<file path="src/rtl/assert_macros.svh">
// Assertion macros shared by the checker RTL
`ifndef ASSERT_MACROS_SVH
`define ASSERT_MACROS_SVH

// Check that cond implies prop in the same cycle
`define ASSERT_SAME(label, clk, rst_n, cond, prop) \
    label: assert property (@(posedge clk) disable iff (!rst_n) (cond) |-> (prop)) \
        else $error("same-cycle check failed");

// Check that cond implies prop in the next cycle
`define ASSERT_NEXT(label, clk, rst_n, cond, prop) \
    label: assert property (@(posedge clk) disable iff (!rst_n) (cond) |=> (prop)) \
        else $error("next-cycle check failed");

`endif

</file>
<file path="src/rtl/dsc_pkg.sv">
// Types and constants of the debounced sequence checker
package dsc_pkg;

    localparam int LANES        = 3;
    localparam int LANE_WIDTH   = 4;
    localparam int MAX_SEQUENCE = 16;
    localparam int ENTRY_BITS   = 4;
    localparam int POS_BITS     = $clog2(MAX_SEQUENCE);
    localparam int SAMPLE_WIDTH = LANES * LANE_WIDTH;
    localparam int SEQ_WIDTH    = MAX_SEQUENCE * ENTRY_BITS;
    localparam int COUNT_WIDTH  = 8;
    localparam int LEN_WIDTH    = 5;
    localparam int CFG_WIDTH    = SEQ_WIDTH;
    localparam int INDEX_WIDTH  = 2;

    // Configuration register indexes
    localparam logic [INDEX_WIDTH-1:0] REG_DEBOUNCE_LIMIT    = 2'd0;
    localparam logic [INDEX_WIDTH-1:0] REG_EXPECTED_SEQUENCE = 2'd1;
    localparam logic [INDEX_WIDTH-1:0] REG_SEQUENCE_LENGTH   = 2'd2;

    // Reset values of the configuration registers
    localparam logic [COUNT_WIDTH-1:0] DEBOUNCE_RESET = 8'd4;
    localparam logic [SEQ_WIDTH-1:0]   SEQUENCE_RESET = 64'h0FED_CBA9_8765_4321;
    localparam logic [LEN_WIDTH-1:0]   LENGTH_RESET   = 5'd16;

    typedef logic [MAX_SEQUENCE-1:0][ENTRY_BITS-1:0] seq_t;

    // Settings shared by all lanes
    typedef struct packed {
        logic [COUNT_WIDTH-1:0] debounce_limit;
        seq_t                   expected;
        logic [POS_BITS-1:0]    last_index;
    } cfg_t;

    // What one lane reports for one item
    typedef struct packed {
        logic                done;
        logic [POS_BITS-1:0] position;
    } lane_result_t;

endpackage

</file>
<file path="src/rtl/dsc_lane.sv">
// One lane: debounce of a switch code and sequence tracking
`include "assert_macros.svh"

module dsc_lane
    import dsc_pkg::*;
(
    input  logic                  clk,
    input  logic                  rst_n,
    input  logic                  accept,
    input  logic [LANE_WIDTH-1:0] code,
    input  cfg_t                  cfg,
    output lane_result_t          result
);

    logic [LANE_WIDTH-1:0]  last_code_reg, last_code_next;
    logic                   last_valid_reg, last_valid_next;
    logic [COUNT_WIDTH-1:0] count_reg, count_next;
    logic [POS_BITS-1:0]    pos_reg, pos_next;
    logic                   finished_reg, finished_next;
    logic [ENTRY_BITS-1:0]  entry;

    // Pick the expected entry at the current position
    assign entry = cfg.expected[pos_reg];

    // Debounce the code and advance on a stable match
    always_comb
    begin
        last_code_next  = last_code_reg;
        last_valid_next = last_valid_reg;
        count_next      = count_reg;
        pos_next        = pos_reg;
        finished_next   = finished_reg;
        if (accept && !finished_reg)
        begin
            if (!last_valid_reg || (last_code_reg != code))
            begin
                last_code_next  = code;
                last_valid_next = 1'b1;
                count_next      = '0;
            end
            else if (count_reg < cfg.debounce_limit)
            begin
                count_next = count_reg + 1'b1;
            end
            else
            begin
                count_next = '0;
                if (code == entry)
                begin
                    if (pos_reg >= cfg.last_index)
                        finished_next = 1'b1;
                    else
                        pos_next = pos_reg + 1'b1;
                end
            end
        end
    end

    // Report the state as it stands after this item
    assign result.done     = finished_next;
    assign result.position = finished_next ? '0 : pos_next;

    always_ff @(posedge clk or negedge rst_n)
    begin
        if (!rst_n)
        begin
            last_code_reg  <= '0;
            last_valid_reg <= 1'b0;
            count_reg      <= '0;
            pos_reg        <= '0;
            finished_reg   <= 1'b0;
        end
        else
        begin
            last_code_reg  <= last_code_next;
            last_valid_reg <= last_valid_next;
            count_reg      <= count_next;
            pos_reg        <= pos_next;
            finished_reg   <= finished_next;
        end
    end

    // A finished lane stays frozen
    `ASSERT_NEXT(a_frozen, clk, rst_n, finished_reg, finished_reg && $stable(pos_reg))
    // Without a prior code nothing has been counted or finished
    `ASSERT_SAME(a_no_prior, clk, rst_n, !last_valid_reg, (count_reg == '0) && !finished_reg)

endmodule

</file>
<file path="config.mk">
export PLATFORM = sky130hd
export DESIGN_NAME = dsc_lane
export DESIGN_NICKNAME = d
export VERILOG_FILES = /design/src/rtl/dsc_pkg.sv /design/src/rtl/dsc_lane.sv
export VERILOG_INCLUDE_DIRS = /design/src /design/src/rtl
export SDC_FILE = /design/constraint.sdc
export NUM_CORES = 1
export LEC_CHECK = 0
export ABC_AREA = 1
export BUFFER_PORTS_ARGS = -buffer_cell sky130_fd_sc_hd__buf_4
export CAP_MARGIN = 10
export CORE_MARGIN = 1.5
export CORE_UTILIZATION = 49
export DETAILED_ROUTE_END_ITERATION = 10
export GPL_TIMING_DRIVEN = 0
export PLACE_DENSITY_LB_ADDON = 0.15
export SLEW_MARGIN = 0
export SYNTH_ARGS = -nofsm -noshare
export SYNTH_HDL_FRONTEND = slang
export SYNTH_SLANG_ARGS = --single-unit
</file>
<file path="constraint.sdc">
create_clock -name clk -period 2.35 [get_ports clk]
set_input_delay 0.3525 -clock clk [delete_from_list [all_inputs] [get_ports clk]]
set_output_delay 0.3525 -clock clk [all_outputs]
set_load 0.01 [all_outputs]
</file>
==> results.ini, run 1 <==
[run_status]
run_status = finished, violations left
violations = setup timing

[worst_setup_path]
critPathCaptureType = output pin
path_class = reg -> out
cp_data_required_time_ns = 2.00
critPathMaxFanout = 10
crit_path_start_kind = flop
cp.arrival_ns = 2.38

[sta]
rsz0062_at_grt = yes
worst_pin_slew_ns = 0.439
fmax_ghz = 0.366
setup_slack_ns = -0.381
slew-limit-headroom = 0.705
min_period_ns = 2.73
drv_slew = 0
clock_skew_ns = 0.00219
setup_viol = 5
hold_violations = 0
period_share = 1.16
setup_tns_ns = -1.84

[route]
ant_nets = 0
wirelength_mm = 6.30
via_count = 2596
wire_per_inst_um = 12.2
via_per_inst = 5.03
first_pass_iters = 5
drtIter0Drc = 224
drc = 0

[place]
io_buffers = 87
dp_hpwl_mm = 4.75
place_congestion = 0.802

[finish]
antenna_cells = 0
seqCellArea_um2 = 452
multi_input_area_um2 = 1390
largest_register_ffs = 8
drive_above_1_share = 0.304
fill_cells = 381
syn_to_final_growth_pct = 44.0
final_nets = 561

[die]
io_pins = 88
rows = 24
die_w_um = 69.5
fp.dieArea_um2 = 4830
die_height_um = 69.5
initial_core_util = 0.505
core-area_um2 = 4290

[synthesis]
synth_flop_cell = dfrtp_1
synth_cells = 367
ys_warn_count = 0
synth_edf_count = 0
synth_area_um2 = 2170
ys_ff_latch = 18
yosysUniqueCellTypes = 34
async_flop_share = 1.00
syn_nets = 463
seq_area_frac_synth = 0.208
syn_area_per_cell_um2 = 5.91

[pwr]
leakagePower_nw = 1.84
cellPowerDensity_nw_per_um2 = 253
ir_worst_vdd_mv = 0.205
finalPower_w = 0.000789

[clock_tree]
clk_pin_slew_ns = 0.07
cts_buffers = 3
clockBufferDepth = 2
htreeDepth = 1
cts_tree = done
cts_sinks = 18
clk_latency_ns = 0.25
cts_root_buf = clkbuf_8

[grt]
grt_max_degree = 19
antenna_found_initial = 0
gr-total-overflow = 0
grt_pass1_wl_mm = 10.5
grt_usage = 0.258
grt_pass1_vias = 2461

[hold_path]
hp-class = in -> reg

[job]
cap_violations = 0

[final timing paths]
path / start / end / slack (ns) / depth (start not counted)
max reg2reg: pos_reg[0]$_DFF_PN0_ / pos_reg[3]$_DFF_PN0_ / 0.31 / 12
max: pos_reg[0]$_DFF_PN0_ / result[0] / -0.38 / 14
min in group asynchronous: rst_n / last_code_reg[0]$_DFFE_PN0P_ / 0.50 / 2
min: accept / count_reg[0]$_DFFE_PN0P_ / 0.39 / 4
max in group asynchronous: rst_n / pos_reg[0]$_DFF_PN0_ / 1.63 / 2
min reg2reg: last_valid_reg$_DFFE_PN0P_ / last_valid_reg$_DFFE_PN0P_ / 0.49 / 1
[synth_stat cells, types with 2 or more instances]
cell / number / share of area
nand3_2: 3 / 0.014
buf_4: 5 / 0.017
or2_2: 3 / 0.0087
or2_0: 4 / 0.012
clkbuf_1: 2 / 0.0035
o21ai_0: 9 / 0.021
nand2_2: 2 / 0.0058
nor2_1: 13 / 0.023
nor3_1: 2 / 0.0046
o211ai_1: 3 / 0.010
inv_1: 79 / 0.14
buf_6: 3 / 0.016
buf_2: 4 / 0.0092
xor2_1: 5 / 0.020
o22ai_1: 8 / 0.023
dfrtp_1: 18 / 0.21
nand2_1: 110 / 0.19
nand3_1: 55 / 0.13
ha_1: 13 / 0.075
o21ai_1: 2 / 0.0046
a21oi_1: 9 / 0.021
nand4_1: 3 / 0.0087
[through the flow]
| stage | cells | hold slack [ns] | setup slack [ns] | utilization | instance area, um^2 |
|---|---|---|---|---|---|
| after floorplan | 367 | 0.0569 | 0.112 | - | 2170 |
| after global placement | 506 | 0.236 | -0.170 | 0.672 | 2890 |
| after detailed placement | 506 | 0.237 | -0.186 | 0.672 | 2890 |
| after CTS | 515 | 0.399 | -0.329 | 0.706 | 3030 |
| after global routing | 516 | 0.456 | -0.522 | 0.727 | 3120 |
| final | 516 | 0.394 | -0.381 | 0.727 | 3120 |
[critical path: stages, from the launching register on]
cell and delay [ns]:
dfrtp_2 0.50, buf_8 0.17, buf_6 0.13, o21ai_1 0.16, nand2_1 0.07, nand3_1 0.08
nand3_2 0.10, nand3_2 0.11, nand4_2 0.12, nor2_4 0.23, nand2_2 0.08, nand2_1 0.06
nand2_1 0.06, nor2_1 0.12, buf_4 0.13
[final cells by class]
class / instances / share of cell area
multi-input cells: 253 / 0.444
repair buffers: 94 / 0.234
flip-flops and latches: 18 / 0.145
inverters: 82 / 0.101
plain buffers: 13 / 0.0381
well taps: 52 / 0.0208
clock buffers: 4 / 0.0176
[cells by family (layout without fill, tap and decap cells)]
logic type	count (synthesis)	count (layout)	share of synthesized area
AO/OA/AOI/OAI	34	34	0.0912
AND/OR/NAND/NOR	200	200	0.413
adder cells (fa/ha/maj)	13	13	0.0750
XOR/XNOR	6	6	0.0242
buffers and inverters	96	193	0.189
flip-flops	18	18	0.208
[power by group]
| group | internal (W) | switching (W) | leakage, nW |
|---|---|---|---|
| combinational | 0.000131 | 0.0000921 | 1.62 |
| clock | 0.000149 | 0.000108 | 0.0288 |
| sequential | 0.000310 | 0 | 0.189 |
[cell usage in the layout (no fill, tap or decap), types with 13 or more instances in the layout]
cell type | Yosys | final
buf_4 | 5 | 94
dfrtp_1 | 18 | 17
ha_1 | 13 | 13
inv_1 | 79 | 79
nand2_1 | 110 | 105
nand3_1 | 55 | 45
nand3_2 | 3 | 13
nor2_1 | 13 | 13
[per-layer routing]
metal | GRT usage | vias to the layer above | share of wire
met4 | 0.0327 | 0 | 0.014
met1 | 0.342 | 1142 | 0.45
met3 | 0.0378 | 12 | 0.063
met2 | 0.458 | 103 | 0.48
met5 | 0 | - | 0
li1 | - | 1339 | -
[what timing repair did]
item,4_1_cts,5_1_grt
setup endpoints to repair,5,5
gates resized for setup,17,19
hold buffers,1,0
pin swaps,5,6
hold endpoints to repair,18,0
cloned,1,1
buffers inserted,4,0
Power figures use the tool's default switching activity.
==> run 2, diff against run 1 <==
CORE_UTILIZATION = 45   (was 49)
clock period = 2.3 ns   (was 2.35 ns; I/O delays follow)
==> run 2 against run 1 <==
Effect of this change: clock-buffer cell count unchanged; sequential share of layout area shrank 0.15 points; first-iteration DRC count fell by 52%; sequential power grew 2%; worst hold slack got worse by 0.014 ns; the run still ends with setup timing left.
==> results.ini, run 2 (synthesized netlist as in run 1, its figures left out) <==
[clock_tree]
cts_buffers = 3
htreeDepth = 1
clockBufferDepth = 2
cts_sinks = 18
clk_pin_slew_ns = 0.07
cts_tree = done
cts_root_buf = clkbuf_8
clk_latency_ns = 0.26

[place]
io_buffers = 87
place_congestion = 0.812
place_ws_ns = -0.230
dp_hpwl_mm = 4.74
placed_area_um2 = 2890

[pwr]
cellPowerDensity_nw_per_um2 = 259
p_sw_w = 0.000211
internal_power_w = 0.000602
leakagePower_nw = 1.84
ir_worst_vdd_mv = 0.256
p_clk_frac = 0.333
switching_share = 0.260
p_seq_frac = 0.389
p_comb_frac = 0.279

[die]
io_pins = 88
core-area_um2 = 4690
die_w_um = 72.4
fp.dieArea_um2 = 5240
die_height_um = 72.4
rows = 25
initial_core_util = 0.462

[finish]
final_common_cell = nand2_1
drive_above_1_share = 0.297
design_area_um2 = 3150
antenna_cells = 0
syn_to_final_growth_pct = 45.1
final_nets = 562
largest_register_ffs = 8
layout_common_cells = 104 x nand2_1, 95 x buf_4, 78 x inv_1, 50 x nand3_1, 18 x dfrtp_1

[worst_setup_path]
ff2ff_setup_slack_ns = 0.28
slowest_delay_ns = 0.37
crit_path_start_kind = flop
critPathCaptureType = output pin
cp_common_cell = nand3_1
critPathMaxFanout = 10
cp_data_required_time_ns = 1.96
cp_top_family = simple AND/OR/NAND/NOR gates
cp.arrival_ns = 2.38
cp.buffers_inverters = 4
crit_chain = buf_6, buf_8, buf_8, nand2_1, nand3_1, nand3_1, nand3_4, nand2_2, a21oi_2, nand3_2, nor2_4, nand3_1, a21oi_2, buf_4
path_class = reg -> out
crit_slowest_cell = dfrtp_1

[sta]
hold_ws_ns = 0.381
setup_tns_ns = -2.01
hold_violations = 0
fmax_ghz = 0.366
clock_skew_ns = 0.00238
rsz0062_at_grt = yes
setup_viol = 5
period_share = 1.19
setup_slack_ns = -0.429
min_period_ns = 2.73
slew-limit-headroom = 0.708
worst_pin_slew_ns = 0.435
drv_slew = 0

[route]
ant_nets = 0
first_pass_iters = 5
wirelength_mm = 6.15
drc = 0
wl_met1_mm = 2.78
via_count = 2569
wl_met2_mm = 2.98
dr_wl_met3_um = 342
top_layer_used = met4
via_per_inst = 4.95
wire_per_inst_um = 11.9
drtIter0Drc = 107

[job]
cap_violations = 0

[grt]
gr-total-overflow = 0
antenna_found_initial = 0
grt_max_degree = 19
grt_usage = 0.237
grt_pass1_vias = 2348
grt_pass1_wl_mm = 9.95

[run_status]
run_status = finished, violations left
violations = setup timing

[hold_path]
hp-class = in -> reg

==> run 2: cell types whose count changed in the layout (fill, tap and decap cells not counted), moves of 4 or more <==
cell	change
nand3_1	+5
buf_6	-5
nand3_2	-6
buf_8	+4
==> run 2: layer usage <==
| layer | vias up | GRT usage |
|---|---|---|
| met5 | - | 0 |
| met4 | 0 | 0.0335 |
| met3 | 7 | 0.0389 |
| met2 | 69 | 0.428 |
| met1 | 1149 | 0.303 |
| li1 | 1344 | - |
==> run 2: cell type report <==
type                    instances  area (um^2)
repair buffers                 94          728
clock buffers                   4         55.1
well taps                      54         67.6
multi-input cells             253         1390
flip-flops and latches         18          450
fillers                       431         1550
plain buffers                  14          139
inverters                      82          318
==> run 2: final timing paths <==
check / to / start / cells after the start
min in group asynchronous: last_code_reg[3]$_DFFE_PN0P_ / rst_n / 2
min: count_reg[0]$_DFFE_PN0P_ / accept / 4
min reg2reg: last_valid_reg$_DFFE_PN0P_ / last_valid_reg$_DFFE_PN0P_ / 1
max: result[2] / pos_reg[0]$_DFF_PN0_ / 14
max in group asynchronous: pos_reg[2]$_DFF_PN0_ / rst_n / 2
max reg2reg: pos_reg[3]$_DFF_PN0_ / pos_reg[0]$_DFF_PN0_ / 14
==> run 2: timing repair <==
action,CTS,global route
endpoints found under the hold margin,18,0
setup buffers,4,1
cloned,1,0
setup endpoints to repair,5,5
hold buffers,1,0
pin swaps,20,12
resized for setup,15,19
==> run 2: through the flow <==
step,util,cells,power [W]
6_report,0.671,519,0.000814
5_1_grt,0.671,519,0.000864
4_1_cts,0.652,518,0.000807
3_5_place_dp,0.616,508,0.000537
3_3_place_gp,0.616,508,0.000533
2_1_floorplan,-,367,0.000409
==> run 2: worst min-delay path: cells and delay by family <==
family | cells | cell delay, ns
AO/OA/AOI/OAI | 1 | 0.04
buffers and inverters | 1 | 0.07
AND/OR/NAND/NOR | 2 | 0.14
==> run 2: power by group through the flow <==
stage	Combinational, W	Clock (W)	Sequential [W]
CTS	0.000221	0.000270	0.000316
global placement	0.000210	0	0.000322
floorplan	0.0000863	0	0.000323
global route	0.000254	0.000294	0.000316
finish	0.000227	0.000271	0.000316
detailed placement	0.000214	0	0.000322
